File: config.mk
export PLATFORM = sky130hd
export DESIGN_NAME = cau_div_step
export DESIGN_NICKNAME = d
export VERILOG_FILES = /design/src/hdl/cau_pkg.sv /design/src/hdl/cau_div_step.sv
export SDC_FILE = /design/constraint.sdc
export NUM_CORES = 1
export LEC_CHECK = 0
export BUFFER_PORTS_ARGS = -buffer_cell sky130_fd_sc_hd__buf_2
export CORE_AREA = 5 5 377 379
export DETAILED_ROUTE_END_ITERATION = 7
export DIE_AREA = 0 0 382 384
export GPL_TIMING_DRIVEN = 0
export PLACE_DENSITY = 0.31
export SETUP_SLACK_MARGIN = 0.2
export SLEW_MARGIN = 20
export SYNTH_ARGS = -nofsm -noshare
export SYNTH_HDL_FRONTEND = slang
export SYNTH_SLANG_ARGS = --single-unit
File: constraint.sdc
create_clock -name clk_i -period 1 [get_ports clk_i]
set_input_delay 0.1 -clock clk_i [delete_from_list [all_inputs] [get_ports clk_i]]
set_output_delay 0.1 -clock clk_i [all_outputs]
set_load 0.02 [all_outputs]
File: src/hdl/cau_pkg.sv
// Package for the complex arithmetic unit: widths, opcodes, status codes and the
// command, result and pipeline structs. It has no dependencies.
`timescale 1ns / 1ps

package cau_pkg;

  localparam int DataWidth = 32;
  localparam int FracBits  = 16;
  localparam int TolWidth  = 16;
  localparam int ProdW     = 2 * DataWidth;
  localparam int SumW      = ProdW + 1;
  localparam int NumW      = SumW + FracBits;
  localparam int DenW      = SumW;

  typedef enum logic [2:0] {
    OpAdd       = 3'd0,
    OpSub       = 3'd1,
    OpMul       = 3'd2,
    OpDiv       = 3'd3,
    OpDivScalar = 3'd4,
    OpConj      = 3'd5,
    OpModSq     = 3'd6,
    OpEqual     = 3'd7
  } op_e;

  typedef enum logic [1:0] {
    StatusOk       = 2'd0,
    StatusDivZero  = 2'd1,
    StatusOverflow = 2'd2
  } status_e;

  typedef struct packed {
    op_e                          op;
    logic signed [DataWidth-1:0]  a_real;
    logic signed [DataWidth-1:0]  a_imag;
    logic signed [DataWidth-1:0]  b_real;
    logic signed [DataWidth-1:0]  b_imag;
    logic signed [DataWidth-1:0]  divisor_scalar;
  } cau_in_t;

  typedef struct packed {
    logic signed [DataWidth-1:0]  res_real;
    logic signed [DataWidth-1:0]  res_imag;
    logic                         is_equal;
    status_e                      status;
  } cau_out_t;

  typedef struct packed {
    op_e                          op;
    logic signed [DataWidth-1:0]  ar;
    logic signed [DataWidth-1:0]  ai;
    logic signed [DataWidth-1:0]  ds;
    logic signed [ProdW-1:0]      rr;
    logic signed [ProdW-1:0]      ii;
    logic signed [ProdW-1:0]      ri;
    logic signed [ProdW-1:0]      ir;
    logic signed [ProdW-1:0]      aa;
    logic signed [ProdW-1:0]      a2;
    logic signed [ProdW-1:0]      bb;
    logic signed [ProdW-1:0]      b2;
    logic signed [SumW-1:0]       pass_r;
    logic signed [SumW-1:0]       pass_i;
    logic                         eq;
  } prod_t;

  typedef struct packed {
    logic                         is_div;
    logic                         dz;
    logic                         neg_r;
    logic                         neg_i;
    logic [DenW-1:0]              den;
    logic signed [SumW-1:0]       pass_r;
    logic signed [SumW-1:0]       pass_i;
    logic                         eq;
  } ctrl_t;

  typedef struct packed {
    logic [NumW-1:0]              nq;
    logic [DenW-1:0]              rem;
  } lane_t;

endpackage

File: src/hdl/cau_div_step.sv
// One registered step of the pipelined restoring divider, two lanes sharing one
// divisor. Depends on cau_pkg.
`timescale 1ns / 1ps

module cau_div_step (
  input  logic            clk_i,
  input  logic            rst_ni,
  input  logic            valid_i,
  input  cau_pkg::ctrl_t  ctrl_i,
  input  cau_pkg::lane_t  lane_r_i,
  input  cau_pkg::lane_t  lane_i_i,
  output logic            valid_o,
  output cau_pkg::ctrl_t  ctrl_o,
  output cau_pkg::lane_t  lane_r_o,
  output cau_pkg::lane_t  lane_i_o
);
  import cau_pkg::*;

  function automatic lane_t step(input lane_t l, input logic [DenW-1:0] d);
    logic [DenW:0] trial;
    logic [DenW:0] diff;
    logic          ge;
    trial   = {l.rem, l.nq[NumW-1]};
    diff    = trial - {1'b0, d};
    ge      = trial >= {1'b0, d};
    step.rem = ge ? diff[DenW-1:0] : trial[DenW-1:0];
    step.nq  = {l.nq[NumW-2:0], ge};
  endfunction

  logic   valid_q;
  ctrl_t  ctrl_q;
  lane_t  lane_r_q, lane_i_q;

  always_ff @(posedge clk_i or negedge rst_ni) begin
    if (!rst_ni) begin
      valid_q <= 1'b0;
    end else begin
      valid_q <= valid_i;
    end
  end

  always_ff @(posedge clk_i) begin
    ctrl_q   <= ctrl_i;
    lane_r_q <= step(lane_r_i, ctrl_i.den);
    lane_i_q <= step(lane_i_i, ctrl_i.den);
  end

  assign valid_o  = valid_q;
  assign ctrl_o   = ctrl_q;
  assign lane_r_o = lane_r_q;
  assign lane_i_o = lane_i_q;

endmodule

Yosys cells after proc, flatten, opt, wreduce, memory -nomap -nowiden
Index checks and enable logic that the tools add are counted.
{"block": "classes", "n_addsub": 2, "mul": 0, "div_mod_pow": 0, "order_cmp": 2, "eq_ne": 0, "n_shift": 0, "mux": 2, "bitwise_logic": 0, "reduce_logical": 0}
{"op": "$ge 66x65->1", "n": 2}
{"op": "$mux 65", "n": 2}
{"op": "$sub 65x65->65", "n": 2}
{"block": "word_totals", "register_bits": 493, "latch_bits": 0, "ramBits": 0, "rom_bits": 0, "in_bits": 495, "output_inout_bits": 493, "word_cells": 19, "n_memories": 0}

Depth between registers and ports, before layout
{"block": "logic_depth", "ltp_word": 2, "depth_mapped": 17, "depth_no_buf": 14}

Worst setup path before layout
No wires, ideal clock.
{"block": "synth_timing", "path_kind": "input to register", "startpoint": "input lane_i_i[145] in the netlist's numbering", "endpoint": "register lane_i_q, in the netlist lane_i_o[60]", "setup_time_ns": 0.101, "arrival_ns": 2.921, "required_time_ns": 0.899, "path_slack_ns": -2.022, "stages": 17, "path_buffers": 3, "path_cell_list": "inv_1 > ha_1 > inv_1 > fa_1 > a21o_1 > a221oi_2 > a211o_1 > a211oi_1 > o21ai_0 > a31oi_1 > a211oi_1 > o21a_1 > buf_2 > buf_2 > buf_1 > nand2_1 > o41ai_1"}
{"block": "synth_between", "elab_chain_len": 2, "word_cells_on_any_way": 3, "classes_between": "add/sub (1); order compare (1); mux (1)"}
{"element": "from (decl)", "line_no": "cau_div_step.sv:11", "rtl": "input cau_pkg::lane_t lane_i_i,"}
{"element": "$sub 65x65->65 or $ge 66x65->1 (tied branches)", "line_no": "cau_div_step.sv:24, cau_div_step.sv:25"}
{"element": "$mux 65 (*)", "line_no": "cau_div_step.sv:26", "rtl": "step.rem = ge ? diff[DenW-1:0] : trial[DenW-1:0];"}
{"element": "to (signal assigned)", "line_no": "cau_div_step.sv:45", "rtl": "lane_i_q <= step(lane_i_i, ctrl_i.den);"}
{"element": "to (decl)", "line_no": "cau_div_step.sv:32", "rtl": "lane_t lane_r_q, lane_i_q;"}
Every way passes the cells marked *; elsewhere a longest branch is shown, timed or not.

Worst setup path after layout
{"block": "layout_timing", "startpoint": "input ctrl_i[158] in the netlist's numbering", "endpoint": "register lane_i_q, in the netlist lane_i_o[3]"}
{"block": "layout_between", "elab_chain_len": 2}
{"element": "from (decl)", "line_no": "cau_div_step.sv:9", "rtl": "input cau_pkg::ctrl_t ctrl_i,"}
{"element": "$ge 66x65->1", "line_no": "cau_div_step.sv:25", "rtl": "ge = trial >= {1'b0, d};"}
{"element": "$mux 65", "line_no": "cau_div_step.sv:26"}
Every way passes these cells.

==> summary.md <==
| Metric | Value |
|---|---|
| Worst hold-check slack | `-0.346 ns` |
| Power per Cell Area | `1620 nW/um^2` |
| Kind of capture point of the worst setup path | `register` |
| Row cnt | `137` |
| Detailed-placement wirelength estimate | `107000 um` |
| Tmin final | `2.92 ns` |
| Maximum level of the CTS H-tree | `2` |
| Final cell count without fillers | `5562` |
| EDFF count, synth | `0` |
| CTS tree | `done` |
| Net load switching power | `21.6 mW` |
| Measured slew at the worst slew-check pin | `0.669 ns` |
| Area of the multi-input gates | `10600 um^2` |
| Flop pwr share | `34.3%` |
| Worst hold-check path type | `in -> reg` |
| Routability Congestion | `0.837` |
| Clk pin slew, worst setup/hold paths | `0.06 ns` |
| Hold Fails Final Rpt | `13` |
| Clock net sink count | `493` |
| Post-synthesis instance total | `2039` |
| Gate power share | `31.4%` |
| Grt ovf | `0` |
| Violations in the final reports | `hold timing, setup timing` |
| Final WS setup | `-1.92 ns` |
| Cell type of the slowest stage on the worst timing path | `ha_1` |
| Relative slew slack | `55.0%` |
| Number of buffers inserted during clock tree synthesis | `60` |
| Largest delay contributor family on the critical path | `compound AO/OA/AOI/OAI gates` |
| Number of antenna violations at the first check in global routing | `62` |
| Post-synthesis sequential area ratio | `50.8%` |
| YS warnings | `0` |
| Distinct cells, synth | `73` |
| Cell count after placement | `4834` |
| Maximum buffer depth of the clock tree | `3` |
| Chip height | `384 um` |
| Area growth, synth to finish | `113%` |
| Post-Place Setup Slack | `-3.90 ns` |
| Combined buffer and inverter count along the critical path | `7` |
| Sw frac | `32.2%` |
| Clock tree root buffer cell | `clkbuf_16` |
| Wire length per cell | `24.0 um` |
| Floorplan die width | `382 um` |
| Quantity of I/O buffers inserted on ports | `987` |
| Routed via count divided by cell count | `3.93` |
| Power Total | `67.0 mW` |
| Post-Syn Area per Cell | `9.54 um^2` |
| Post-synthesis cell area | `19400 um^2` |
| Area of the core | `139000 um^2` |
| Run status | `complete, but fails checks` |
| Setup-failing EPs final | `625` |
| Cell breakdown of the critical path | `buf_4, clkinvlp_4, ha_1, clkbuf_2, a21oi_1, o21ai_4, nand2_1, a31oi_2, o311ai_2, buf_4, a31oi_4, a211oi_2, o21a_1, buf_12, buf_16, buf_16, a211oi_2, a21o_1` |
| Ys flop type | `dfxtp_1` |
| Number of nets in the finished design | `4319` |
| Kind of launch point of the worst setup path | `input pin` |
| Crit Path Category | `in -> reg` |
| Number of flip-flops and latches in the synthesized netlist | `493` |
| Number of routed nets with antenna violations | `0` |
| Global-route wire length before repair | `175000 um` |
| Total global routing track utilization | `16.8%` |
| Number of max-slew violations in the final report | `0` |
| Slowest cell delay on critical path | `0.31 ns` |
| DR DRC count | `0` |
| 1st-iter DRT viols | `917` |
| Max Clk Rate | `0.342 GHz` |
| Required time of the critical path | `1.59 ns` |
| Maximum number of pins on one net before global-route repair | `17` |
| Total length of routed wires | `133000 um` |
| IR Drop Worst-Case VDD | `1.40 mV` |
| Static Leakage | `18.3 nW` |
| Proportion of synthesized flip-flops having asynchronous set or reset | `0.203%` |
| Fraction of final layout cells sized beyond drive strength 1 | `55.8%` |
| Filler cell count in the final layout | `14600` |
| RSZ-0062 raised after global routing | `yes` |
| Share of total power in the clock network | `34.3%` |
| Internal power | `45.4 mW` |
| Storage cell area | `10500 um^2` |
| Number of top-level design ports | `988` |
| Share of the clock period used by the worst path after layout | `292%` |
| Die outline area | `147000 um^2` |
| Finished Core Util | `29.9%` |
| Number of global-route vias before repair | `22600` |
| Max-cap check violation count | `0` |
| Worst Path Max Fanout | `10` |
| Arrival @ worst endpoint | `3.51 ns` |
| Synth Net Count | `2666` |
| Via count | `21900` |
| Detailed-routing iteration count for the pre-antenna-repair pass | `5` |
| Effective utilization at floorplan | `14.0%` |
placed cells by master, fill, tap and decap left out, types with 70 or more instances in the layout:
cell type	synthesis	final
clkbuf_16	0	72
buf_2	7	483
nor2_1	82	77
a21oi_1	161	148
a21o_1	76	76
ha_1	130	105
dlygate4sd3_1	0	492
nand2_1	228	127
dfxtp_2	0	480
o21ai_0	190	70
inv_1	114	85
buf_6	1	495
buf_4	4	76
through the flow:
stage / TNS [ns] / instance area (um^2)
after floorplan: -230.52 / 19700
after global placement: -512.47 / 26900
after detailed placement: -454.13 / 26900
after CTS: -387.54 / 35700
after global routing: -378.10 / 41400
final: -332.18 / 41400
what timing repair did:
item	4_1_cts	5_1_grt
resized for setup	306	1993
gates cloned	3	12
setup endpoints to repair	625	625
setup buffers	72	24
pin swaps	43	88
endpoints found under the hold margin	492	30
hold buffers	478	15
cell type report:
type	count	share of cell area, %
timing repair buffer	1591	35.1
multi-input combinational	1343	25.6
sequential	493	25.4
tap	1807	5.46
clock buffer	84	4.18
buffer	89	2.12
inverter	114	1.22
clock inverter	29	0.843
antenna	12	0.0725
sequential cells by signal, summed over array words and instances, names as in the netlist:
signal	cells
lane_r_o	146
lane_i_o	146
valid_o	1
ctrl_o	200
cells in the mapped netlist (20+ instances only):
master / n / area, um^2
inv_1: 114 / 428
o21bai_1: 38 / 285
a21oi_1: 161 / 806
a21o_1: 76 / 571
xor2_1: 48 / 420
nand4_1: 48 / 300
dfxtp_1: 492 / 9850
nand2_1: 228 / 856
xnor2_1: 69 / 604
nor3_1: 20 / 100
ha_1: 130 / 1630
nor2_1: 82 / 308
o21ai_0: 190 / 951
clkbuf_1: 71 / 267
per-layer routing:
metal / vias up / GRT usage [%] / share of wire, % / routed length (um)
li1: 10500 / - / - / -
met1: 10500 / 19.1 / 40 / 52700
met2: 731 / 30.7 / 50 / 66900
met3: 205 / 5.42 / 7.3 / 9700
met4: 18 / 3.23 / 2.9 / 3800
met5: - / 0 / 0.089 / 118
cells by family after synthesis:
group                    count (synthesis)  share of synthesized area [%]
multiplexers                             7                          0.405
XOR/XNOR                               117                           5.27
buffers and inverters                  203                           4.08
AO/OA/AOI/OAI                          605                           19.4
AND/OR/NAND/NOR                        482                           11.5
flip-flops                             493                           50.8
adder cells (fa/ha/maj)                132                           8.57
path summary, 6_finish.rpt:
check                         endpoint  slack [ns]           from  cells after the start
max in group asynchronous      valid_o        0.63         rst_ni                      3
min in group asynchronous      valid_o        0.27         rst_ni                      3
max                        lane_i_o[3]       -1.92    ctrl_i[158]                     18
min                        lane_r_o[0]       -0.35  lane_r_i[145]                      3
power by group through the flow:
| stage | combinational [mW] | sequential (mW) | clock [mW] |
|---|---|---|---|
| floorplan | 5.42 | 25.0 | 0 |
| global placement | 14.6 | 22.5 | 0 |
| detailed placement | 14.4 | 22.5 | 0 |
| CTS | 17.6 | 22.2 | 23.9 |
| global route | 22.4 | 23.2 | 24.7 |
| finish | 21.0 | 23.0 | 22.9 |
tightest hold or removal path, cell delays in order:
cell	delay, ns
buf_12	0.10
nand2_4	0.04
o21ai_2	0.04
Note: power is estimated with default switching activity, not from simulation.
